==> config.mk <==
export PLATFORM = sky130hd
export DESIGN_NAME = rred_fifo
export DESIGN_NICKNAME = d
export VERILOG_FILES = /design/src/range_row_edge_detector_top_macros.svh /design/src/rred_pkg.sv /design/src/rred_fifo.sv
export SDC_FILE = /design/constraint.sdc
export NUM_CORES = 1
export LEC_CHECK = 0
export ABC_AREA = 1
export BUFFER_PORTS_ARGS = -buffer_cell sky130_fd_sc_hd__buf_2
export CAP_MARGIN = 40
export CORE_MARGIN = 4
export CORE_UTILIZATION = 55
export CTS_CLUSTER_DIAMETER = 80
export DETAILED_ROUTE_END_ITERATION = 10
export PLACE_DENSITY_LB_ADDON = 0.3
export SLEW_MARGIN = 15
export SYNTH_ARGS = -nofsm -noshare
export SYNTH_HDL_FRONTEND = slang
export SYNTH_SLANG_ARGS = --single-unit
==> constraint.sdc <==
create_clock -name clk -period 12.1 [get_ports clk]
set_input_delay 0.605 -clock clk [delete_from_list [all_inputs] [get_ports clk]]
set_output_delay 0.605 -clock clk [all_outputs]
set_load 0.03 [all_outputs]
==> src/range_row_edge_detector_top_macros.svh <==
// ----------------------------------------------------------------------------
// Range-row edge detector assertion macros
// Shared assertion wrappers; define NO_ASSERTIONS to compile them away.
// ----------------------------------------------------------------------------
`ifndef RANGE_ROW_EDGE_DETECTOR_TOP_MACROS_SVH
`define RANGE_ROW_EDGE_DETECTOR_TOP_MACROS_SVH
`ifndef NO_ASSERTIONS
// Same-cycle implication, sampled on clk and disabled during reset.
`define RRED_ASSERT_IMPLY(lbl, ante, cons) \
lbl: assert property (@(posedge clk) disable iff (!arst_n) (ante) |-> (cons)) \
	else $error("rred assertion failed");
// Next-cycle implication, sampled on clk and disabled during reset.
`define RRED_ASSERT_NEXT(lbl, ante, cons) \
lbl: assert property (@(posedge clk) disable iff (!arst_n) (ante) |=> (cons)) \
	else $error("rred assertion failed");
`else
`define RRED_ASSERT_IMPLY(lbl, ante, cons)
`define RRED_ASSERT_NEXT(lbl, ante, cons)
`endif
`endif

==> src/rred_pkg.sv <==
// ----------------------------------------------------------------------------
// Range-row edge detector package
// Widths, register indexes, job record and state types shared by the block.
// ----------------------------------------------------------------------------
package rred_pkg;

	localparam int HALF_WINDOW   = 8;
	localparam int FRACTION_BITS = 8;
	localparam int MAX_COLUMNS   = 4096;
	localparam int WIN_LEN       = 2 * HALF_WINDOW + 1;
	localparam int RANGE_LEN     = HALF_WINDOW + 1;
	localparam int WIN_DIVISOR   = 2 * HALF_WINDOW;
	localparam int DIV_SHIFT     = 4;
	localparam int SCORE_SHIFT   = 2 * FRACTION_BITS;

	localparam int RANGE_W  = 16;
	localparam int ROW_W    = 10;
	localparam int COL_W    = 12;
	localparam int CNT_W    = 13;
	localparam int SCORE_W  = 31;
	localparam int DIFF_W   = 25;
	localparam int SQ_W     = 48;
	localparam int SUM_W    = 30;
	localparam int SUMSQ_W  = 53;
	localparam int MEAN_W   = 26;
	localparam int DEV_W    = 27;
	localparam int MUL_W    = 31;
	localparam int PROD_W   = 2 * MUL_W;
	localparam int SQSUM_W  = 58;
	localparam int VAR_W    = SQSUM_W - DIV_SHIFT;
	localparam int NUM_W    = 52;
	localparam int REM_W    = VAR_W + 1;
	localparam int DCNT_W   = 6;
	localparam int QUEUE_DEPTH = 2;

	// Configuration port.
	localparam int CFG_IDX_W  = 1;
	localparam int CFG_DATA_W = 31;
	localparam logic [CFG_IDX_W-1:0] CFG_THRESHOLD = 1'b0;
	localparam logic [CFG_IDX_W-1:0] CFG_COLUMNS   = 1'b1;
	localparam logic [CNT_W-1:0] COLUMNS_RESET = 13'd1024;

	// One scored pixel handed from the front to the back.
	typedef struct packed {
		logic [ROW_W-1:0]          row;
		logic [COL_W-1:0]          column;
		logic [RANGE_W-1:0]        centre;
		logic signed [SUM_W-1:0]   sum;
		logic [SUMSQ_W-1:0]        sumsq;
	} rred_job_t;

	typedef enum logic [1:0] {
		FR_IDLE, FR_SQUARE, FR_ACCUM, FR_PUSH
	} rred_front_state_t;

	typedef enum logic [2:0] {
		BK_IDLE, BK_MEAN, BK_PROD1, BK_PROD2, BK_VAR, BK_DEV, BK_DIV, BK_FIN
	} rred_back_state_t;

endpackage

==> src/rred_fifo.sv <==
// ----------------------------------------------------------------------------
// Range-row edge detector job queue
// Short queue that decouples the front end from the scoring back end.
// ----------------------------------------------------------------------------
module rred_fifo import rred_pkg::*; (
	input  logic      clk,
	input  logic      arst_n,
	input  rred_job_t push_data,
	input  logic      push_valid,
	output logic      push_ready,
	output rred_job_t pop_data,
	output logic      pop_valid,
	input  logic      pop
);

	localparam int PTR_W = $clog2(QUEUE_DEPTH);

	rred_job_t          mem_q [QUEUE_DEPTH];
	logic [PTR_W-1:0]   wr_q, rd_q;
	logic [PTR_W:0]     cnt_q;
	logic               do_push, do_pop;

	assign push_ready = (cnt_q != (PTR_W+1)'(QUEUE_DEPTH));
	assign pop_valid  = (cnt_q != '0);
	assign do_push    = push_valid && push_ready;
	assign do_pop     = pop && pop_valid;
	assign pop_data   = mem_q[rd_q];

	// Storage.
	always_ff @(posedge clk) begin
		if (do_push) mem_q[wr_q] <= push_data;
	end

	// Pointers and fill count.
	always_ff @(posedge clk or negedge arst_n) begin
		if (!arst_n) begin
			wr_q  <= '0;
			rd_q  <= '0;
			cnt_q <= '0;
		end else begin
			if (do_push) wr_q <= wr_q + PTR_W'(1);
			if (do_pop) rd_q <= rd_q + PTR_W'(1);
			cnt_q <= cnt_q + (PTR_W+1)'(do_push) - (PTR_W+1)'(do_pop);
		end
	end

endmodule

==> summary.txt, run 1 <==
status -> completed
post-synthesis register bit count -> 246
max-slew violations -> 0
worst slew pin tran -> 0.840 ns
GRT Total Usage -> 19.3%
dpl ws -> 9.13 ns
ys async rst share -> 1.63%
die area -> 0.0186 sq mm
Max Freq -> 0.287 GHz
min cycle time layout -> 3.48 ns
row count -> 46
CP Cell Sequence -> inv_4, buf_4, nand2_1, nand2_1, buf_2
clk buf depth -> 3
Remaining DRCs -> 0
final worst setup slack -> 8.62 ns
# hold bufs at CTS -> 1
Max-cap violations -> 0
ratio of cells with drive above 1 in the final layout -> 31.3%
YS warnings -> 0
number of synthesized flops with an enable pin -> 242
synthesized net count -> 790
H-tree levels -> 1
Mapped Area -> 0.00908 sq mm
# port buffers -> 247
Vias -> 5612
Die H -> 136 microns
CTS sink cnt -> 246
drt initial violations -> 372
worst path required time -> 11.49 ns
Clk pin slew, worst setup/hold paths -> 0.06 ns
# nets final -> 1046
count of final setup violators -> 0
placer congestion estimate -> 0.771
Final period util -> 28.8%
TritonCTS clock tree -> built
top-count cell post-synth -> nand2_1
Root Driver -> clkbuf_16
Most used DFF post-synth -> edfxtp_1
vias in the first global route -> 5430
register area share after synthesis -> 81.1%
Synth Instances -> 664
Post-CTS Setup Inserts -> 0
VDD IR max -> 0.000214 V
Area Growth Syn to Fin -> 24.3%
cell mode on critical path -> nand2_1
hpwl dp -> 12000 microns
clock latency on the worst-skew pair -> 0.50 ns
Overflow after GRT -> 0
element type at the critical path end -> output pin
RSZ-0062 raised after global routing -> no
P_leak -> 4.89 nW
Synth area leader -> edfxtp_1
max_slew headroom -> 44.0%
core box area -> 0.0161 sq mm
TNS Setup -> 0 ns
CTS buffer count -> 24
PostCTS Resize Cnt -> 0
WP buf/inv -> 3
Area contributors post-synth -> edfxtp_1 (80%), nand2_1 (15%), dfrtp_1 (1.1%)
crit start category -> flip-flop
Detailed Routing Iterations Pass 1 -> 6
initial antenna violation count -> 4
Worst path top cell family by delay -> buffers and inverters
Initial Util -> 56.5%
PD cells -> 278 mW/mm^2
largest net degree at the start of global routing -> 81
wire length per cell -> 15.9 microns
first-pass GRT wire length -> 27600 microns
Worst Path Arrival -> 2.88 ns
routed wire length -> 18400 microns
Final Total Pwr -> 3.14 mW
crit path max-delay cell type -> buf_4
horizontal extent of the die -> 136 microns
io pins -> 248
Crit Path Class -> flip-flop to output pin
top-area cell type share of the netlist area -> 80.0%
Crit path largest cell delay -> 0.75 ns
maximum net fanout on the critical path -> 80
Synth top cells by count -> nand2_1 (372), edfxtp_1 (242), buf_4 (11), buf_6 (8)
Via density -> 4.86
worst clock skew -> 0.00553 ns
antenna-violating nets left -> 0
library cells used by synthesis -> 15
final hold viol count -> 0
Synth Area per Inst -> 13.7 sq um
Hold Crit Class -> input pin to flip-flop
[final timing paths]
| check | slack (ns) | endpoint | start | depth (start not counted) |
|---|---|---|---|---|
| max in group asynchronous | 11.48 | rd_q | arst_n | 2 |
| hold reg to reg | 0.57 | cnt_q[0] | cnt_q[0] | 1 |
| setup / recovery | 8.62 | pop_data[59] | rd_q | 5 |
| min in group asynchronous | 0.48 | cnt_q[1] | arst_n | 2 |
| setup reg to reg | 9.57 | mem_q[1][115] | cnt_q[1] | 6 |
| hold / removal | 0.29 | mem_q[1][32] | push_data[32] | 1 |
[worst register-to-register path, cell delays in order (launching register included)]
cell     delay [ns]
dfrtp_1        0.42
nand2_1        0.13
nand2_1        0.17
nor2_4         0.11
buf_4          0.53
buf_4          0.48
buf_16         0.31
[routing by layer]
metal / share of wire, % / wire length [microns] / track usage (%) / vias up
met4: 1.9 / 357 / 5.88 / 4
met1: 38 / 6960 / 24.0 / 2599
li1: - / - / - / 2748
met5: 0.14 / 26 / 0 / -
met2: 50 / 9130 / 31.8 / 226
met3: 10 / 1920 / 6.92 / 35
[where the power goes]
group	internal, mW	total [mW]	switching [mW]
clock	0.421	0.705	0.284
sequential	1.16	1.23	0.0655
combinational	0.291	1.21	0.914
[logic make-up (layout without fill, tap and decap cells)]
group | Yosys count | in the layout | share of synthesized area [%]
adder cells (fa/ha/maj) | 1 | 1 | 0.138
flip-flops | 246 | 246 | 81.1
XOR/XNOR | 1 | 1 | 0.0965
AND/OR/NAND/NOR | 379 | 379 | 15.7
AO/OA/AOI/OAI | 2 | 2 | 0.110
buffers and inverters | 35 | 308 | 2.81
other | 0 | 2 | 0
[stage by stage]
step / area [sq um] / hold WS [ns] / instances / util (%)
floorplan: 9080 / 0.309 / 664 / -
global placement: 10400 / 0.418 / 1106 / 64.9
detailed placement: 10500 / 0.420 / 1109 / 65.4
CTS: 11300 / 0.268 / 1153 / 70.2
global route: 11300 / 0.268 / 1155 / 70.3
finish: 11300 / 0.290 / 1155 / 70.3
[flip-flops by register name, summed over array words and instances, names as in the netlist]
register / flops
mem_q: 242
rd_q: 1
cnt_q: 2
wr_q: 1
[layout make-up]
cell class              count  area, sq um
repair buffers            257         1370
fillers                  1121         4780
diodes                      2         5.00
flip-flops and latches    246         7370
clock buffers              34          699
clock inverters             9         66.3
inverters                   8         32.5
well taps                 216          270
multi-input cells         383         1470
[cells in the final DEF (no fill, tap or decap), types with 3 or more instances in the layout]
master	instances
nand2_1	372
buf_2	247
edfxtp_1	242
clkbuf_16	25
inv_1	7
buf_4	6
clkbuf_1	5
clkinv_1	5
clkbuf_8	4
nor2_1	3
dfrtp_1	3
No activity file was read; power rests on OpenSTA's default activity.
==> inputs of run 2 (changes only) <==
Settings changed: CORE_UTILIZATION 55 to 47.
Clock period 12.1 ns to 3.2 ns, I/O delays scaled along.
==> run 2 against run 1 <==
  * Power increased to 3.8 times the previous value
  * Count of clock-buffer cells in the layout is 3 lower
  * Largest power group unchanged
  * Largest cell class unchanged
  * Critical endpoint is now pop_data[52]
  * Sequential power rose to 3.8 times the previous value
  * Wire length rose by 14%
  * Non-clock buffer count is 125 higher
==> summary.txt, run 2 (synthesized netlist as in run 1, its figures left out) <==
status -> completed
Crit Path Class -> flip-flop to output pin
core box area -> 0.0188 sq mm (+17%)
Initial Util -> 48.2% (-8.3 points)
placed insts -> 1154 (+4.1%)
Area Growth Syn to Fin -> 37.8%
maximum net fanout on the critical path -> 54 (-33%)
hpwl dp -> 12100 microns (+1.4%)
final worst setup slack -> 0.543 ns (-8.08 ns)
dpl ws -> 1.06 ns (-8.07 ns)
Vias -> 6240 (+11%)
Remaining DRCs -> 0 (unchanged)
design area -> 0.0125 sq mm (+11%)
Overflow after GRT -> 0 (unchanged)
PD cells -> 960 mW/mm^2 (+250%)
H-tree levels -> 1 (unchanged)
element type at the critical path end -> output pin
antenna-violating nets left -> 0 (unchanged)
RSZ-0062 raised after global routing -> no
max_slew headroom -> 52.7% (+8.7 points)
worst hold slack -> 0.383 ns (+0.0929 ns)
n_diodes -> 0 (-2)
Hold Crit Class -> input pin to flip-flop
Detailed Routing Iterations Pass 1 -> 5 (-1)
Die H -> 147 microns (+7.7%)
drt initial violations -> 302 (-19%)
vias in the first global route -> 6454 (+19%)
Via density -> 4.73 (-2.6%)
worst clock skew -> 0.0115 ns (+0.00598 ns)
VDD IR max -> 0.000623 V (+190%)
routed wire length -> 21000 microns (+14%)
Worst Path Arrival -> 2.50 ns (-0.38 ns)
count of final setup violators -> 0 (unchanged)
Largest regs -> mem_q (242), cnt_q (2)
final hold viol count -> 0 (unchanged)
# nets final -> 1172 (+12%)
Non-Filler Instances -> 1318 (+14%)
clk buf depth -> 3 (unchanged)
commonest non-fill, non-tap cell in the layout -> nand2_1
worst path required time -> 3.04 ns (-8.45 ns)
Largest Register -> mem_q
max reg flops -> 242 (unchanged)
CTS sink cnt -> 246 (unchanged)
initial antenna violation count -> 0 (-4)
# fillers -> 1356 (+21%)
Final period util -> 83.0%
CTS buffer count -> 25 (+4.2%)
most frequent cells in the layout -> nand2_1 (372), buf_2 (247), edfxtp_1 (242), dlygate4sd3_1 (125), clkbuf_16 (25)
Final Total Pwr -> 12.0 mW (+280%)
clock latency on the worst-skew pair -> 0.50 ns (about the same)
crit start category -> flip-flop
ratio of cells with drive above 1 in the final layout -> 27.5% (-3.8 points)
Clk pin slew, worst setup/hold paths -> 0.06 ns (about the same)
min cycle time layout -> 2.66 ns
P_leak -> 5.38 nW (+10%)
TritonCTS clock tree -> built
horizontal extent of the die -> 147 microns (+7.7%)
PostCTS Resize Cnt -> 0 (unchanged)
largest net degree at the start of global routing -> 55 (-32%)
Max-cap violations -> 0 (unchanged)
die area -> 0.0216 sq mm (+16%)
max-slew violations -> 0 (unchanged)
# port buffers -> 247 (unchanged)
Placed Area -> 0.0105 sq mm (+0.21%)
placer congestion estimate -> 0.758 (-1.8%)
Root Driver -> clkbuf_16
row count -> 50 (+8.7%)
GRT Total Usage -> 18.7% (-0.57 points)
first-pass GRT wire length -> 32500 microns (+18%)
wire length per cell -> 15.9 microns (about the same)
worst slew pin tran -> 0.710 ns (-0.130 ns)
Max Freq -> 0.376 GHz
io pins -> 248 (unchanged)
==> run 2: cell count changes in the layout (fill, tap and decap cells not counted), sizes merged <==
cell,delta
clkbuf,-3
diode,-2
bufinv,+1
buf,+1
clkinv,-1
clkinvlp,-1
dlygate4sd3,+124
==> run 2: worst paths after layout <==
check / slack, ns / endpoint / startpoint / cells after the start
setup reg to reg: 1.31 / mem_q[0][5] / cnt_q[1] / 4
hold / removal: 0.38 / mem_q[0][94] / push_data[94] / 2
min in group asynchronous: 0.57 / cnt_q[1] / arst_n / 3
hold reg to reg: 0.55 / cnt_q[0] / cnt_q[0] / 1
setup / recovery: 0.54 / pop_data[52] / rd_q / 5
max in group asynchronous: 2.42 / rd_q / arst_n / 3
==> run 2: final cells by class <==
cell class                      instances  area (sq um)  area share, %
Clock buffer                           31           648           5.18
Clock inverter                          8          86.3          0.690
Inverter                                8          32.5          0.260
Multi-Input combinational cell        383          1470           11.8
Sequential cell                       246          7370           58.9
Tap cell                              260           325           2.60
Timing Repair Buffer                  382          2570           20.6
==> run 2: critical path, stage by stage, from the launching register on <==
cell and delay, ns:
dfrtp_4 0.73, inv_4 0.42, buf_4 0.42, nand2_1 0.09
nand2_1 0.10, buf_2 0.20
==> run 2: stage by stage <==
stage / utilization, % / TNS (ns)
global route: 66.4 / 0
finish: 66.4 / 0
detailed placement: 55.9 / 0
CTS: 66.4 / 0
floorplan: - / -311.91
global placement: 55.9 / 0
==> run 2: repair_timing <==
action | 4_1_cts | 5_1_grt
hold buffers | 125 | 0
setup buffers | 0 | 0
hold endpoints to repair | 248 | 0
endpoints found under the setup margin | 0 | 0
==> run 2: power by group <==
| group | switching, mW | internal, mW | total (mW) |
|---|---|---|---|
| registers | 0.281 | 4.40 | 4.68 |
| clock network | 1.09 | 1.58 | 2.67 |
| logic | 3.49 | 1.17 | 4.66 |
==> run 2: metal layers <==
| metal | global-route usage [%] | vias up | part of all wire [%] | wire (microns) |
|---|---|---|---|---|
| met3 | 4.44 | 57 | 7.8 | 1640 |
| li1 | - | 2998 | - | - |
| met2 | 33.0 | 250 | 51 | 10600 |
| met4 | 5.78 | 0 | 2.9 | 606 |
| met5 | 0 | - | 0 | 0 |
| met1 | 22.9 | 2935 | 39 | 8110 |
