[src/range_row_edge_detector_top_macros.svh]
// ----------------------------------------------------------------------------
// Range-row edge detector assertion macros
// Shared assertion wrappers; define NO_ASSERTIONS to compile them away.
// ----------------------------------------------------------------------------
`ifndef RANGE_ROW_EDGE_DETECTOR_TOP_MACROS_SVH
`define RANGE_ROW_EDGE_DETECTOR_TOP_MACROS_SVH
`ifndef NO_ASSERTIONS
// Same-cycle implication, sampled on clk and disabled during reset.
`define RRED_ASSERT_IMPLY(lbl, ante, cons) \
lbl: assert property (@(posedge clk) disable iff (!arst_n) (ante) |-> (cons)) \
	else $error("rred assertion failed");
// Next-cycle implication, sampled on clk and disabled during reset.
`define RRED_ASSERT_NEXT(lbl, ante, cons) \
lbl: assert property (@(posedge clk) disable iff (!arst_n) (ante) |=> (cons)) \
	else $error("rred assertion failed");
`else
`define RRED_ASSERT_IMPLY(lbl, ante, cons)
`define RRED_ASSERT_NEXT(lbl, ante, cons)
`endif
`endif

[src/rred_pkg.sv]
// ----------------------------------------------------------------------------
// Range-row edge detector package
// Widths, register indexes, job record and state types shared by the block.
// ----------------------------------------------------------------------------
package rred_pkg;

	localparam int HALF_WINDOW   = 8;
	localparam int FRACTION_BITS = 8;
	localparam int MAX_COLUMNS   = 4096;
	localparam int WIN_LEN       = 2 * HALF_WINDOW + 1;
	localparam int RANGE_LEN     = HALF_WINDOW + 1;
	localparam int WIN_DIVISOR   = 2 * HALF_WINDOW;
	localparam int DIV_SHIFT     = 4;
	localparam int SCORE_SHIFT   = 2 * FRACTION_BITS;

	localparam int RANGE_W  = 16;
	localparam int ROW_W    = 10;
	localparam int COL_W    = 12;
	localparam int CNT_W    = 13;
	localparam int SCORE_W  = 31;
	localparam int DIFF_W   = 25;
	localparam int SQ_W     = 48;
	localparam int SUM_W    = 30;
	localparam int SUMSQ_W  = 53;
	localparam int MEAN_W   = 26;
	localparam int DEV_W    = 27;
	localparam int MUL_W    = 31;
	localparam int PROD_W   = 2 * MUL_W;
	localparam int SQSUM_W  = 58;
	localparam int VAR_W    = SQSUM_W - DIV_SHIFT;
	localparam int NUM_W    = 52;
	localparam int REM_W    = VAR_W + 1;
	localparam int DCNT_W   = 6;
	localparam int QUEUE_DEPTH = 2;

	// Configuration port.
	localparam int CFG_IDX_W  = 1;
	localparam int CFG_DATA_W = 31;
	localparam logic [CFG_IDX_W-1:0] CFG_THRESHOLD = 1'b0;
	localparam logic [CFG_IDX_W-1:0] CFG_COLUMNS   = 1'b1;
	localparam logic [CNT_W-1:0] COLUMNS_RESET = 13'd1024;

	// One scored pixel handed from the front to the back.
	typedef struct packed {
		logic [ROW_W-1:0]          row;
		logic [COL_W-1:0]          column;
		logic [RANGE_W-1:0]        centre;
		logic signed [SUM_W-1:0]   sum;
		logic [SUMSQ_W-1:0]        sumsq;
	} rred_job_t;

	typedef enum logic [1:0] {
		FR_IDLE, FR_SQUARE, FR_ACCUM, FR_PUSH
	} rred_front_state_t;

	typedef enum logic [2:0] {
		BK_IDLE, BK_MEAN, BK_PROD1, BK_PROD2, BK_VAR, BK_DEV, BK_DIV, BK_FIN
	} rred_back_state_t;

endpackage

[src/rred_if.sv]


interface rred_out_if;
	import rred_pkg::*;
	logic               valid;
	logic               ready;
	logic [ROW_W-1:0]   edge_row;
	logic [COL_W-1:0]   edge_column;
	logic [SCORE_W-1:0] edge_score;
	modport source (output valid, edge_row, edge_column, edge_score, input ready);
	modport sink (input valid, edge_row, edge_column, edge_score, output ready);
endinterface

[src/rred_back.sv]
// ----------------------------------------------------------------------------
// Range-row edge detector back end
// Mean, variance and score of one job on a shared multiplier and a radix-2
// divider, then the threshold test and the output register.
// ----------------------------------------------------------------------------
`include "range_row_edge_detector_top_macros.svh"
module rred_back import rred_pkg::*; (
	input  logic               clk,
	input  logic               arst_n,
	input  logic [SCORE_W-1:0] edge_threshold,
	input  rred_job_t          job,
	input  logic               job_valid,
	output logic               job_pop,
	rred_out_if.source         out_ch
);

	rred_back_state_t state_q, state_d;

	rred_job_t                  job_q;
	logic signed [MEAN_W-1:0]   mean_q;
	logic signed [PROD_W-1:0]   p1_q, p2_q;
	logic [VAR_W-1:0]           var_q;
	logic [REM_W-1:0]           rem_q;
	logic [NUM_W-1:0]           quo_q;
	logic [DCNT_W-1:0]          div_cnt_q;
	logic                       out_valid_q;
	logic [ROW_W-1:0]           out_row_q;
	logic [COL_W-1:0]           out_col_q;
	logic [SCORE_W-1:0]         out_score_q;

	logic signed [SUM_W-1:0]    sum_adj_c;
	logic signed [MUL_W-1:0]    mul_a, mul_b;
	logic signed [PROD_W-1:0]   prod_c;
	logic signed [DEV_W-1:0]    dev_c;
	logic signed [SQSUM_W-1:0]  sq_c, p2x_c;
	logic [REM_W-1:0]           trial_c;
	logic                       fit_c;
	logic [NUM_W-SCORE_SHIFT-1:0] qshift_c;
	logic [SCORE_W-1:0]         score_c;
	logic                       hit_c, out_load;

	// Mean with truncation toward zero.
	assign sum_adj_c = job_q.sum + (job_q.sum[SUM_W-1] ? SUM_W'(WIN_DIVISOR - 1) : '0);
	assign dev_c = $signed({3'b000, job_q.centre, {FRACTION_BITS{1'b0}}}) - DEV_W'(mean_q);

	// Shared multiplier operands.
	always_comb begin
		mul_a = MUL_W'(mean_q);
		mul_b = MUL_W'(job_q.sum);
		case (state_q)
			BK_PROD2: mul_b = MUL_W'(mean_q);
			BK_DEV: begin
				mul_a = MUL_W'(dev_c);
				mul_b = MUL_W'(dev_c);
			end
			default: ;
		endcase
	end
	assign prod_c = mul_a * mul_b;

	// Sum of squared deviations from the running sums.
	assign p2x_c = SQSUM_W'(p2_q);
	assign sq_c  = SQSUM_W'($signed({1'b0, job_q.sumsq})) - (SQSUM_W'(p1_q) <<< 1)
		+ (p2x_c <<< 4) + p2x_c;

	// One quotient bit per cycle.
	assign trial_c = {rem_q[REM_W-2:0], quo_q[NUM_W-1]};
	assign fit_c   = (trial_c >= {1'b0, var_q});

	// Score scaling and saturation.
	always_comb begin
		qshift_c = quo_q[NUM_W-1:SCORE_SHIFT];
		if (qshift_c[NUM_W-SCORE_SHIFT-1:SCORE_W] != '0) begin
			score_c = '1;
		end else begin
			score_c = qshift_c[SCORE_W-1:0];
		end
		hit_c = (score_c > edge_threshold);
	end

	// Next-state logic.
	always_comb begin
		state_d = state_q;
		unique case (state_q)
			BK_IDLE:  if (job_valid) state_d = BK_MEAN;
			BK_MEAN:  state_d = BK_PROD1;
			BK_PROD1: state_d = BK_PROD2;
			BK_PROD2: state_d = BK_VAR;
			BK_VAR:   state_d = BK_DEV;
			BK_DEV:   state_d = (var_q == '0) ? BK_IDLE : BK_DIV;
			BK_DIV:   if (div_cnt_q == DCNT_W'(NUM_W - 1)) state_d = BK_FIN;
			BK_FIN:   if (!hit_c || !out_valid_q || out_ch.ready) state_d = BK_IDLE;
			default:  state_d = BK_IDLE;
		endcase
	end

	// Output logic.
	always_comb begin
		job_pop  = 1'b0;
		out_load = 1'b0;
		unique case (state_q)
			BK_IDLE: job_pop = job_valid;
			BK_FIN:  out_load = hit_c && (!out_valid_q || out_ch.ready);
			default: ;
		endcase
	end

	assign out_ch.valid       = out_valid_q;
	assign out_ch.edge_row    = out_row_q;
	assign out_ch.edge_column = out_col_q;
	assign out_ch.edge_score  = out_score_q;

	// Control state.
	always_ff @(posedge clk or negedge arst_n) begin
		if (!arst_n) begin
			state_q     <= BK_IDLE;
			out_valid_q <= 1'b0;
			div_cnt_q   <= '0;
		end else begin
			state_q <= state_d;
			if (out_load) begin
				out_valid_q <= 1'b1;
			end else if (out_ch.ready) begin
				out_valid_q <= 1'b0;
			end
			if (state_q == BK_DIV) begin
				div_cnt_q <= div_cnt_q + DCNT_W'(1);
			end else begin
				div_cnt_q <= '0;
			end
		end
	end

	// Datapath registers.
	always_ff @(posedge clk) begin
		if (job_pop) job_q <= job;
		if (state_q == BK_MEAN) mean_q <= MEAN_W'(sum_adj_c >>> DIV_SHIFT);
		if (state_q == BK_PROD1) p1_q <= prod_c;
		if (state_q == BK_PROD2) p2_q <= prod_c;
		if (state_q == BK_VAR) var_q <= sq_c[SQSUM_W-1:DIV_SHIFT];
		if (state_q == BK_DEV) begin
			rem_q <= '0;
			quo_q <= prod_c[NUM_W-1:0];
		end
		if (state_q == BK_DIV) begin
			rem_q <= fit_c ? (trial_c - {1'b0, var_q}) : trial_c;
			quo_q <= {quo_q[NUM_W-2:0], fit_c};
		end
		if (out_load) begin
			out_row_q   <= job_q.row;
			out_col_q   <= job_q.column;
			out_score_q <= score_c;
		end
	end

	`RRED_ASSERT_IMPLY(a_pop_only_idle, job_pop, state_q == BK_IDLE)
	`RRED_ASSERT_IMPLY(a_div_count_bound, state_q == BK_DIV, div_cnt_q < DCNT_W'(NUM_W))
	`RRED_ASSERT_NEXT(a_load_shows_word, out_load, out_valid_q)

endmodule

[src/flat_wrapper.sv]
// flat-port wrapper written by rule: the top's interface ports become plain ports
module rred_back_flat import rred_pkg::*;
  (clk, arst_n, edge_threshold, job, job_valid, job_pop, out_ch_valid, out_ch_edge_row, out_ch_edge_column, out_ch_edge_score, out_ch_ready);
  rred_out_if out_ch_i ();
  input  logic clk;
  input  logic arst_n;
  input  logic [SCORE_W-1:0] edge_threshold;
  input  rred_job_t job;
  input  logic job_valid;
  output logic job_pop;
  output wire logic [$bits(out_ch_i.valid)-1:0] out_ch_valid;
  output wire logic [$bits(out_ch_i.edge_row)-1:0] out_ch_edge_row;
  output wire logic [$bits(out_ch_i.edge_column)-1:0] out_ch_edge_column;
  output wire logic [$bits(out_ch_i.edge_score)-1:0] out_ch_edge_score;
  input wire logic [$bits(out_ch_i.ready)-1:0] out_ch_ready;
  assign out_ch_valid = out_ch_i.valid;
  assign out_ch_edge_row = out_ch_i.edge_row;
  assign out_ch_edge_column = out_ch_i.edge_column;
  assign out_ch_edge_score = out_ch_i.edge_score;
  assign out_ch_i.ready = out_ch_ready;
  rred_back u_core (.clk(clk), .arst_n(arst_n), .edge_threshold(edge_threshold), .job(job), .job_valid(job_valid), .job_pop(job_pop), .out_ch(out_ch_i));
endmodule
[config.mk]
export PLATFORM = sky130hd
export DESIGN_NAME = rred_back_flat
export DESIGN_NICKNAME = d
export VERILOG_FILES = /design/src/rred_pkg.sv /design/src/rred_if.sv /design/src/rred_back.sv /design/src/flat_wrapper.sv
export VERILOG_INCLUDE_DIRS = /design/src /design/src/src
export SDC_FILE = /design/constraint.sdc
export NUM_CORES = 2
export LEC_CHECK = 0
export BUFFER_PORTS_ARGS = -buffer_cell sky130_fd_sc_hd__buf_2
export CAP_MARGIN = 10
export CORE_ASPECT_RATIO = 1.75
export CORE_MARGIN = 4
export CORE_UTILIZATION = 55
export CTS_CLUSTER_SIZE = 25
export DETAILED_ROUTE_END_ITERATION = 12
export GPL_TIMING_DRIVEN = 0
export PLACE_DENSITY = 0.72
export SYNTH_ARGS = -nofsm -noshare
export SYNTH_HDL_FRONTEND = slang
export SYNTH_SLANG_ARGS = --single-unit
export TNS_END_PERCENT = 5
[constraint.sdc]
create_clock -name clk -period 20.2 [get_ports clk]
set_clock_uncertainty 0.1 [all_clocks]
set_input_delay 0 -clock clk [delete_from_list [all_inputs] [get_ports clk]]
set_output_delay 0 -clock clk [all_outputs]
set_load 0.01 [all_outputs]
==> flow_summary_export.csv <==
group,metric,value,unit
final_layout,final_layout_size_suffix_gt1_share,6.44,%
synth,ys_types,82,
sta,rsz0062_at_grt,"no",
synth,synth_top_area_share,34.7,%
final_layout,final_cell_mix,"inv_1, fa_1, nand2_1",
drt,drt_iter0_drc,3131,
place,dpl_cell_area,61500,um2
clocking,clk_latency,0.65,ns
clocking,clk_pin_slew_worst_paths,0.07,ns
clocking,post_cts_resized,0,
synth,yosys_warnings,0,
synth,synth.top_cells.by_area,"fa_1, edfxtp_1, inv_1",
final_layout,final_common_cell,"inv_1",
floorplanning,die_y,438,um
synth,synth_nets,7325,
critical_path,timing.rr.end,"u_core.quo_q[51]",
synth,synth_area_leader_cell,"fa_1",
place,hpwl,181000,um
sta,hold_viol,0,
job,drv_cap,0,
min_path,holdPathStages,2,
min_path,min-delay-start,"job[51]",
critical_path,crit_top_cell,"fa_1",
drt,drt_wl_total,220000,um
floorplanning,initial_utilization,55.4,%
drt,vias_per_cell,5.79,
drt,ant_nets,0,
synth,synthFlopType,"edfxtp_1",
clocking,cts_setup_buffers,0,
grt,grt_usage,40.3,%
min_path,hold_end,"u_core.job_q[51]",
clocking,cts_buffers,48,
critical_path,reg2reg_from,"u_core.mean_q[0]",
clocking,cts_tree,"yes",
grt,grt_antenna_before_repair,6,
sta,setup_viol,0,
grt,grt_pass1_vias,49100,
synth,synth_edf_count,475,
place,dp.cells,7423,
synth,ys_seq_elements,485,
critical_path,cp.required,20.57,ns
sta,max-slew-margin-rel,1.42,%
floorplanning,pin_count,211,
floorplanning,rows,157,
synth,postSynth.asyncResetShare,2.06,%
final_layout,final_cells,7751,
drt,drt_pass1_iterations,6,
drt,via_count,44900,
sta,maxSlewViolCount,0,
critical_path,r2r_slack,5.77,ns
clocking,cts_max_path_buffers,3,
run_status,status,"finished clean",
clocking,htreeDepth,2,
critical_path,critical_path_arrival,14.80,ns
critical_path,path_max_fanout,11,
grt,overflow,0,
sta,fmax,0.0693,GHz
critical_path,crit_family,"adder cells",
grt,grt_max_degree,38,
synth,syn_area_per_cell,9.99,um2
place,io_buffer_count,210,
grt,grt_pass1_wl,319000,um
sta,worst_pin_slew,1.48,ns
drt,drc,0,
final_layout,finalInstanceArea,65400,um2
critical_path,cp_slowest_cell,"fa_1",
critical_path,criticalPathCategory,"reg -> reg",
place,gp_congestion,1.10,
sta,tns,0,ns
critical_path,end_kind,"flop",
clocking,cts_sinks,485,
final_layout,nets,7866,
floorplanning,core_area,105000,um2
critical_path,cp_num_buf_inv,7,
synth,syn_area,58200,um2
synth,netlist_instances,5820,
synth,seq_area_frac_synth,25.0,%
drt,detail_route.wl_per_cell,28.4,um
clocking,root_buffer,"clkbuf_16",
critical_path,slowest_delay,1.02,ns
sta,post-route-min-period,14.43,ns
critical_path,setup.worst_path.start_class,"flop",
floorplanning,dieArea,111000,um2
critical_path,r2r_cells,36,
sta,post-route-period-util,71.4,%
min_path,hold_path.class,"in -> reg",
final_layout,areaGrowthSynthToFinish,12.5,%
floorplanning,die_width,254,um
==> cell families after synthesis <==
| family | synth area share (%) |
|---|---|
| compound gates | 7.72 |
| xor+xnor | 3.21 |
| fa+ha+maj | 42.0 |
| buf+inv | 9.54 |
| flops | 25.0 |
| mux | 0.813 |
| simple gates | 11.7 |
==> synth_stat cells, drive strengths merged (22+ instances only) <==
cell	instances
mux2i	33
o21ai	102
nand3	59
xor2	79
xnor2	133
a31oi	22
nor3	41
ha	340
nand2	868
clkbuf	178
and2	67
a221o	22
and3	25
edfxtp	475
buf	33
a21oi	199
inv	1256
nor2b	34
o21a	29
o21bai	25
nor2	351
or3	41
nand4	35
a21o	132
fa	1009
==> through the flow <==
stage	hold WS [ns]	utilization (%)	setup WS, ns
2_1_floorplan	-0.396	-	5.81
3_3_place_gp	-0.225	58.1	-2.69
3_5_place_dp	-0.218	58.6	6.18
4_1_cts	0.00301	62.4	6.09
5_1_grt	0.00453	62.4	5.31
6_report	0.00507	62.4	5.77
==> layer usage <==
metal / GRT usage, % / vias to the layer above / routed length [um]
met5: 0 / - / 41
met4: 40.2 / 6 / 30000
met3: 7.07 / 939 / 13000
met2: 71.4 / 2000 / 112000
met1: 37.7 / 22600 / 65100
li1: - / 19300 / -
==> flip-flops by register name, indices dropped and copies added (netlist names) <==
signal	count
u_core.rem_q	54
u_core.job_q	121
u_core.state_q	3
u_core.out_ch.edge_column	12
u_core.p1_q	57
u_core.out_ch.valid	1
u_core.out_ch.edge_score	31
u_core.p2_q	58
u_core.div_cnt_q	6
u_core.mean_q	26
u_core.quo_q	52
u_core.var_q	54
u_core.out_ch.edge_row	10
==> area by class of cell <==
class	count	area [um2]
Clock buffer	54	1230
Fill cell	8799	39500
Antenna cell	3	7.51
Sequential cell	485	14500
Buffer	211	835
Multi-Input combinational cell	3868	38200
Clock inverter	32	332
Timing Repair Buffer	491	3890
Inverter	1256	4710
Tap cell	1351	1690
==> how the worst max path moves through the flow <==
stage                            from                to  slack (ns)  cells after the start
finish               u_core.mean_q[0]  u_core.quo_q[51]        5.77                     36
global route         u_core.mean_q[0]  u_core.quo_q[51]        5.31                     36
CTS                  u_core.mean_q[0]  u_core.quo_q[51]        6.09                     36
detailed placement   u_core.mean_q[0]  u_core.quo_q[51]        6.18                     36
global placement    u_core.state_q[2]           job_pop       -2.69                      3
floorplan           u_core.state_q[2]   u_core.job_q[0]        5.81                      2
==> timing repair <==
item,CTS,global route
endpoints found under the setup margin,0,0
hold endpoints to repair,155,0
hold buffers,237,0
Power is not shown: default switching activity piles up to over one toggle a cycle in this logic, so the estimate is an artifact.
