<file path="config.mk">
export PLATFORM = sky130hd
export DESIGN_NAME = rred_front_flat
export DESIGN_NICKNAME = d
export VERILOG_FILES = /design/src/range_row_edge_detector_top_macros.svh /design/src/rred_pkg.sv /design/src/rred_if.sv /design/src/rred_front.sv /design/src/flat_wrapper.sv
export SDC_FILE = /design/constraint.sdc
export NUM_CORES = 2
export LEC_CHECK = 0
export BUFFER_PORTS_ARGS = -buffer_cell sky130_fd_sc_hd__buf_2
export CAP_MARGIN = 20
export CORE_MARGIN = 10
export CORE_UTILIZATION = 40
export CTS_CLUSTER_DIAMETER = 50
export DETAILED_ROUTE_END_ITERATION = 12
export SYNTH_ARGS = -nofsm -noshare
export SYNTH_HDL_FRONTEND = slang
export SYNTH_SLANG_ARGS = --single-unit
</file>
<file path="constraint.sdc">
create_clock -name clk -period 11.45 [get_ports clk]
set_input_delay 0 -clock clk [delete_from_list [all_inputs] [get_ports clk]]
set_output_delay 0 -clock clk [all_outputs]
set_load 0.005 [all_outputs]
</file>
<file path="src/range_row_edge_detector_top_macros.svh">
// ----------------------------------------------------------------------------
// Range-row edge detector assertion macros
// Shared assertion wrappers; define NO_ASSERTIONS to compile them away.
// ----------------------------------------------------------------------------
`ifndef RANGE_ROW_EDGE_DETECTOR_TOP_MACROS_SVH
`define RANGE_ROW_EDGE_DETECTOR_TOP_MACROS_SVH
`ifndef NO_ASSERTIONS
// Same-cycle implication, sampled on clk and disabled during reset.
`define RRED_ASSERT_IMPLY(lbl, ante, cons) \
lbl: assert property (@(posedge clk) disable iff (!arst_n) (ante) |-> (cons)) \
	else $error("rred assertion failed");
// Next-cycle implication, sampled on clk and disabled during reset.
`define RRED_ASSERT_NEXT(lbl, ante, cons) \
lbl: assert property (@(posedge clk) disable iff (!arst_n) (ante) |=> (cons)) \
	else $error("rred assertion failed");
`else
`define RRED_ASSERT_IMPLY(lbl, ante, cons)
`define RRED_ASSERT_NEXT(lbl, ante, cons)
`endif
`endif

</file>
<file path="src/rred_pkg.sv">
// ----------------------------------------------------------------------------
// Range-row edge detector package
// Widths, register indexes, job record and state types shared by the block.
// ----------------------------------------------------------------------------
package rred_pkg;

	localparam int HALF_WINDOW   = 8;
	localparam int FRACTION_BITS = 8;
	localparam int MAX_COLUMNS   = 4096;
	localparam int WIN_LEN       = 2 * HALF_WINDOW + 1;
	localparam int RANGE_LEN     = HALF_WINDOW + 1;
	localparam int WIN_DIVISOR   = 2 * HALF_WINDOW;
	localparam int DIV_SHIFT     = 4;
	localparam int SCORE_SHIFT   = 2 * FRACTION_BITS;

	localparam int RANGE_W  = 16;
	localparam int ROW_W    = 10;
	localparam int COL_W    = 12;
	localparam int CNT_W    = 13;
	localparam int SCORE_W  = 31;
	localparam int DIFF_W   = 25;
	localparam int SQ_W     = 48;
	localparam int SUM_W    = 30;
	localparam int SUMSQ_W  = 53;
	localparam int MEAN_W   = 26;
	localparam int DEV_W    = 27;
	localparam int MUL_W    = 31;
	localparam int PROD_W   = 2 * MUL_W;
	localparam int SQSUM_W  = 58;
	localparam int VAR_W    = SQSUM_W - DIV_SHIFT;
	localparam int NUM_W    = 52;
	localparam int REM_W    = VAR_W + 1;
	localparam int DCNT_W   = 6;
	localparam int QUEUE_DEPTH = 2;

	// Configuration port.
	localparam int CFG_IDX_W  = 1;
	localparam int CFG_DATA_W = 31;
	localparam logic [CFG_IDX_W-1:0] CFG_THRESHOLD = 1'b0;
	localparam logic [CFG_IDX_W-1:0] CFG_COLUMNS   = 1'b1;
	localparam logic [CNT_W-1:0] COLUMNS_RESET = 13'd1024;

	// One scored pixel handed from the front to the back.
	typedef struct packed {
		logic [ROW_W-1:0]          row;
		logic [COL_W-1:0]          column;
		logic [RANGE_W-1:0]        centre;
		logic signed [SUM_W-1:0]   sum;
		logic [SUMSQ_W-1:0]        sumsq;
	} rred_job_t;

	typedef enum logic [1:0] {
		FR_IDLE, FR_SQUARE, FR_ACCUM, FR_PUSH
	} rred_front_state_t;

	typedef enum logic [2:0] {
		BK_IDLE, BK_MEAN, BK_PROD1, BK_PROD2, BK_VAR, BK_DEV, BK_DIV, BK_FIN
	} rred_back_state_t;

endpackage

</file>
<file path="src/rred_if.sv">
// ----------------------------------------------------------------------------
// Range-row edge detector stream interfaces
// Valid/ready channels for incoming range words and outgoing edge words.
// ----------------------------------------------------------------------------
interface rred_in_if;
	import rred_pkg::*;
	logic               valid;
	logic               ready;
	logic [RANGE_W-1:0] range_sample;
	logic               frame_start;
	modport source (output valid, range_sample, frame_start, input ready);
	modport sink (input valid, range_sample, frame_start, output ready);
endinterface


</file>
<file path="src/rred_front.sv">
// ----------------------------------------------------------------------------
// Range-row edge detector front end
// Tracks row and column, slides the difference window and keeps running sums.
// ----------------------------------------------------------------------------
module rred_front import rred_pkg::*; (
	input  logic             clk,
	input  logic             arst_n,
	input  logic [CNT_W-1:0] columns_in_use,
	rred_in_if.sink          in_ch,
	output rred_job_t        push_data,
	output logic             push_valid,
	input  logic             push_ready
);

	rred_front_state_t state_q, state_d;

	logic signed [DIFF_W-1:0] win_q [WIN_LEN];
	logic [RANGE_W-1:0]       rng_q [RANGE_LEN];
	logic [RANGE_W-1:0]       prev_q;
	logic [CNT_W-1:0]         colcnt_q;
	logic [ROW_W-1:0]         rowcnt_q;
	logic signed [SUM_W-1:0]  sum_q;
	logic [SUMSQ_W-1:0]       sumsq_q;
	logic signed [DIFF_W-1:0] dnew_q, dold_q;
	logic [SQ_W-1:0]          sqn_q, sqo_q;
	logic                     scored_q;
	logic [ROW_W-1:0]         row_q;
	logic [COL_W-1:0]         column_q;
	logic [RANGE_W-1:0]       centre_q;

	logic                     accept;
	logic [CNT_W-1:0]         cols_c, colb_c, col_c, coln_c;
	logic [ROW_W-1:0]         rowb_c, row_c, rown_c;
	logic signed [RANGE_W:0]  rdiff_c;
	logic signed [DIFF_W-1:0] diff_c;
	logic signed [2*DIFF_W-1:0] sqn_c, sqo_c;

	assign accept = in_ch.valid && in_ch.ready;

	// Clamp the row length and place the arriving word in the frame.
	always_comb begin
		if (columns_in_use == '0) begin
			cols_c = CNT_W'(1);
		end else if (columns_in_use > CNT_W'(MAX_COLUMNS)) begin
			cols_c = CNT_W'(MAX_COLUMNS);
		end else begin
			cols_c = columns_in_use;
		end
		colb_c = in_ch.frame_start ? '0 : colcnt_q;
		rowb_c = in_ch.frame_start ? '0 : rowcnt_q;
		if (colb_c >= cols_c) begin
			col_c = '0;
			row_c = rowb_c + ROW_W'(1);
		end else begin
			col_c = colb_c;
			row_c = rowb_c;
		end
		if (col_c + CNT_W'(1) >= cols_c) begin
			coln_c = '0;
			rown_c = row_c + ROW_W'(1);
		end else begin
			coln_c = col_c + CNT_W'(1);
			rown_c = row_c;
		end
		rdiff_c = $signed({1'b0, in_ch.range_sample}) - $signed({1'b0, prev_q});
		diff_c  = (col_c == '0) ? '0 : {rdiff_c, {FRACTION_BITS{1'b0}}};
	end

	assign sqn_c = dnew_q * dnew_q;
	assign sqo_c = dold_q * dold_q;

	// Next-state logic.
	always_comb begin
		state_d = state_q;
		unique case (state_q)
			FR_IDLE:   if (accept) state_d = FR_SQUARE;
			FR_SQUARE: state_d = FR_ACCUM;
			FR_ACCUM:  state_d = FR_PUSH;
			FR_PUSH:   if (!scored_q || push_ready) state_d = FR_IDLE;
			default:   state_d = FR_IDLE;
		endcase
	end

	// Output logic.
	always_comb begin
		in_ch.ready = 1'b0;
		push_valid  = 1'b0;
		unique case (state_q)
			FR_IDLE: in_ch.ready = 1'b1;
			FR_PUSH: push_valid = scored_q;
			default: ;
		endcase
	end

	assign push_data = '{row: row_q, column: column_q, centre: centre_q,
		sum: sum_q, sumsq: sumsq_q};

	// Control state and window contents.
	always_ff @(posedge clk or negedge arst_n) begin
		if (!arst_n) begin
			state_q  <= FR_IDLE;
			prev_q   <= '0;
			colcnt_q <= '0;
			rowcnt_q <= '0;
			sum_q    <= '0;
			sumsq_q  <= '0;
			for (int k = 0; k < WIN_LEN; k++) win_q[k] <= '0;
			for (int k = 0; k < RANGE_LEN; k++) rng_q[k] <= '0;
		end else begin
			state_q <= state_d;
			if (accept) begin
				prev_q   <= in_ch.range_sample;
				colcnt_q <= coln_c;
				rowcnt_q <= rown_c;
				for (int k = 0; k < WIN_LEN - 1; k++) win_q[k] <= win_q[k+1];
				win_q[WIN_LEN-1] <= diff_c;
				for (int k = 0; k < RANGE_LEN - 1; k++) rng_q[k] <= rng_q[k+1];
				rng_q[RANGE_LEN-1] <= in_ch.range_sample;
			end
			if (state_q == FR_ACCUM) begin
				sum_q   <= sum_q + SUM_W'(dnew_q) - SUM_W'(dold_q);
				sumsq_q <= sumsq_q + SUMSQ_W'(sqn_q) - SUMSQ_W'(sqo_q);
			end
		end
	end

	// Per-word working registers.
	always_ff @(posedge clk) begin
		if (accept) begin
			dnew_q   <= diff_c;
			dold_q   <= win_q[0];
			scored_q <= (col_c >= CNT_W'(WIN_LEN));
			row_q    <= row_c;
			column_q <= COL_W'(col_c - CNT_W'(HALF_WINDOW));
			centre_q <= rng_q[1];
		end
		if (state_q == FR_SQUARE) begin
			sqn_q <= sqn_c[SQ_W-1:0];
			sqo_q <= sqo_c[SQ_W-1:0];
		end
	end

endmodule

</file>
<file path="src/flat_wrapper.sv">
// flat-port wrapper written by rule: the top's interface ports become plain ports
module rred_front_flat import rred_pkg::*;
  (clk, arst_n, columns_in_use, push_data, push_valid, push_ready, in_ch_valid, in_ch_range_sample, in_ch_frame_start, in_ch_ready);
  rred_in_if in_ch_i ();
  input  logic clk;
  input  logic arst_n;
  input  logic [CNT_W-1:0] columns_in_use;
  output rred_job_t push_data;
  output logic push_valid;
  input  logic push_ready;
  input wire logic [$bits(in_ch_i.valid)-1:0] in_ch_valid;
  input wire logic [$bits(in_ch_i.range_sample)-1:0] in_ch_range_sample;
  input wire logic [$bits(in_ch_i.frame_start)-1:0] in_ch_frame_start;
  output wire logic [$bits(in_ch_i.ready)-1:0] in_ch_ready;
  assign in_ch_i.valid = in_ch_valid;
  assign in_ch_i.range_sample = in_ch_range_sample;
  assign in_ch_i.frame_start = in_ch_frame_start;
  assign in_ch_ready = in_ch_i.ready;
  rred_front u_core (.clk(clk), .arst_n(arst_n), .columns_in_use(columns_in_use), .in_ch(in_ch_i), .push_data(push_data), .push_valid(push_valid), .push_ready(push_ready));
endmodule
</file>
==> results.md <==
* Clk_lat worst skew at 0.68 ns
* DR pass1 iterations at 5
* Max Slew Vio Count at 0
* Warnings, synthesis at 0
* Fill cells at ~12k
* Hold Slack at between 0.1 and 0.15 ns
* Via density at slightly below 5
* Vias in the first global route at about 37k
* Gpl congestion at 0.8870
* Detailed placement HPWL at approximately 90000 um
* Die width at 376.1 um
* Worst EP required at ~12 ns
* CTS tree: yes
* Critical Path End Type: register
* Routed WL at 119900 um
* Measured slew at the worst slew-check pin at ~1.1 ns
* CP Max Fanout at 13
* Number of flops mapped to enable cells by yosys at 135
* Post-synthesis instance total at between 5k and 6k
* Clock slew at reported path FFs at about 0.060 ns
* Endpoints failing setup at 0
* Synth area leader: dfrtp_1
* Clock H-tree levels at 3
* Area grow syn2layout at 10.40%
* Post-DRT Antenna Nets at 0
* Adder-cell area share of the yosys netlist at around 32%
* FFs w/ async S/R, synth at 78.97%
* Total global-route track usage at 17.28%
* Reg-to-reg startpoint: u_core.dnew_q[12]$_DFFE_PP_
* Gr ovfl total at 0
* Synth unique cells at between 80 and 90
* DR WL/cell at around 17 um
* Setup CP Type: reg2reg
* Clock Skew at roughly 0.03 ns
* Most used cell, CP: fa_1
* Row Count at 130
* Largest family of logic cells by synthesized area: adder cells
* Worst Path Arrival at 8.21 ns
* Largest net degree at the start of global routing at ~180
* HP Start: in_ch_range_sample[12]
* Compound-Gate Fraction of Synth Area at ~6.6%
* CP Buf/Inv Count at 3
* Synth Area in XOR/XNOR at around 2.8%
* Crit path launch type: register
* Die area at between 100000 and 150000 um^2
* Highest Clock Rate at around 130 MHz
* Io pins at roughly 160
* DIE HEIGHT at between 300 and 400 um
* Final Cycle Share at between 60% and 70%
* Crit path from: u_core.dnew_q[12]$_DFFE_PP_
* Max Cap Violations at 0
* Sequential area share after synthesis at approximately 33%
* Simple logic cell fraction of the synthesized area at ~16%
* Post-synthesis mux area share at 0.4959%
* Nets at 6490
* Clk sinks at between 600 and 700
* Top_reg_cell synth: dfrtp_1
* Synth Cell Area at 50710 um^2
* CP peak stage delay at 0.71 ns
* Crit-path cells: clkinv_1 > nor2_1 > inv_1 > fa_1 > inv_1 > fa_1 > fa_1 > fa_1 > fa_1 > fa_1 > ha_1 > ha_1 > o21ai_0 > nand2b_1 > a31oi_1 > o31ai_1 > a211o_1 > a2111oi_2 > o31ai_1 > o41ai_2 > xnor2_1
* Final Hold Viols at 0
* Layout cells sized above 1 at about 6.1%
* Post-Syn Area per Cell at between 9 and 10 um^2
* CP max stage cell: edfxtp_1
* Final min period at between 7 and 8 ns
* Setup TNS at 0 ns
* CP delay by family, top: adder cells
* Synthesized flop and latch total at approximately 640
* PortBufs at roughly 140
* # DRC at 0
* Synth top area cells: dfrtp_1 (25%), fa_1 (23%), nand2_1 (11%), ha_1 (9.3%), edfxtp_1 (8.0%)
* Slew Limit Headroom at approximately 28%
* First-pass GRT wire length at ~200000 um
* Clk buf depth at 3
* Iteration-0 DRC Markers at between 2k and 2.5k
* Root buffer cell: clkbuf_16
* Starting density of the core at 40.34%
* Top-area cell type share of the netlist area at around 25%
* Run status: finished, final reports clean
* Vias at between 30k and 40k
* Worst Hold Class: in2reg
* Initial antenna violation count at 5
* TritonCTS buffer count at 80
* Fin cells at just over 7k
* RSZ-0062 raised after global routing: false
* # placed instances at 7038
* Core area at about 130000 um^2
cell type report:
type | instances | area, um^2 | area share [%]
sequential | 642 | 16740 | 29.90
inverter | 913 | 3435 | 6.134
timing repair buffer | 186 | 1161 | 2.074
antenna | 1 | 2.502 | 0.004469
tap | 1650 | 2064 | 3.687
clock inverter | 41 | 452.9 | 0.8090
multi-input combinational | 3670 | 29810 | 53.24
clock buffer | 108 | 2322 | 4.148
per-layer routing:
layer | up-vias | GRT usage [%] | share of wire, %
met5 | - | 0 | 0
met4 | 0 | 5.834 | 3.4
met3 | 174 | 3.219 | 5.1
met2 | 627 | 27.96 | 46
met1 | 17470 | 23.25 | 46
li1 | 16980 | - | -
synthesized netlist by cell type, types with 18 or more instances:
cell type and count:
buf_4 18, a211oi_1 25, inv_1 900, and3_1 23
ha_1 377, o21a_1 24, xor2_1 54, xnor2_1 109
and2_1 68, nand3_1 47, nand2_1 1453, clkbuf_1 174
nor2_1 201, nand2b_1 27, o21ai_0 146, dfrtp_1 507
fa_1 586, a21oi_1 111, a21o_1 60, nor2b_1 34
nor3_1 45, edfxtp_1 135, or3_1 25, a31oi_1 23
worst min-delay path, stage by stage:
cell and delay, ns:
dlygate4sd3_1 0.52, buf_2 0.13, nand2_1 0.05, o21ai_0 0.06
cell usage in the layout, fill, tap and decap left out, types with 13 or more instances in the layout:
cell / synthesis / layout
nor3_1: 45 / 45
edfxtp_1: 135 / 135
clkbuf_8: 0 / 13
o31ai_1: 17 / 17
xor2_1: 54 / 54
dfrtp_1: 507 / 507
a211oi_1: 25 / 25
nor2_1: 201 / 201
buf_4: 18 / 23
o21a_1: 24 / 24
nand2b_1: 27 / 27
ha_1: 377 / 375
fa_1: 586 / 586
xnor2_1: 109 / 109
and2_1: 68 / 68
nand4_1: 15 / 15
inv_1: 900 / 900
a21oi_1: 111 / 111
nand2_1: 1453 / 1452
a21o_1: 60 / 60
dlygate4sd3_1: 0 / 22
nand3_1: 47 / 47
or3_1: 25 / 25
and3_1: 23 / 23
nor2b_1: 34 / 34
mux2i_1: 15 / 15
buf_2: 1 / 137
clkbuf_16: 0 / 84
a31oi_1: 23 / 23
conb_1: 1 / 18
o211ai_1: 15 / 15
o21ai_0: 146 / 146
sequential cells by signal (all words and copies together), names as in the netlist, 13 cells and up:
name	cells
u_core.win_q	289
u_core.rng_q	128
u_core.sumsq_q	43
u_core.sqn_q	31
u_core.sqo_q	31
u_core.sum_q	22
u_core.dnew_q	17
u_core.dold_q	17
u_core.centre_q	16
u_core.colcnt_q	13
stage by stage:
stage               area [um^2]  worst slack (ns)  utilization [%]
CTS                       55990             3.685            44.53
detailed placement        52960             3.705            42.12
global route              55990             3.174            44.53
floorplan                 50780             4.580                -
global placement          52960             3.836            42.12
finish                    55990             3.644            44.53
path summary, 6_finish.rpt:
| kind | endpoint | cells past startpoint | slack [ns] |
|---|---|---|---|
| setup / recovery | u_core.sqn_q[47]$_DFFE_PN_ | 21 | 3.64 |
| hold / removal | u_core.rng_q[12]$_DFFE_PN0P_ | 4 | 0.12 |
| setup reg to reg | u_core.sqn_q[47]$_DFFE_PN_ | 21 | 3.64 |
| hold reg to reg | u_core.win_q[163]$_DFFE_PN0P_ | 2 | 0.44 |
| max in group asynchronous | u_core.win_q[389]$_DFFE_PN0P_ | 5 | 9.16 |
| min in group asynchronous | u_core.sumsq_q[12]$_DFFE_PN0P_ | 4 | 0.56 |
cells by family after synthesis:
kind of cell,Yosys count
multiplexers,24
AO/OA/AOI/OAI,517
flip-flops,642
other,1
AND/OR/NAND/NOR,1985
buffers and inverters,1114
adder cells (fa/ha/maj),963
XOR/XNOR,163
repair_timing:
| action | CTS | global route |
|---|---|---|
| gates resized for setup | 0 | 0 |
| hold buffers | 23 | 0 |
| endpoints found under the hold margin | 118 | 0 |
| setup buffers | 0 | 0 |
Power is left out: the tool's default activity adds up to more than one toggle a clock period on the data nets, which glitch-free logic cannot reach.
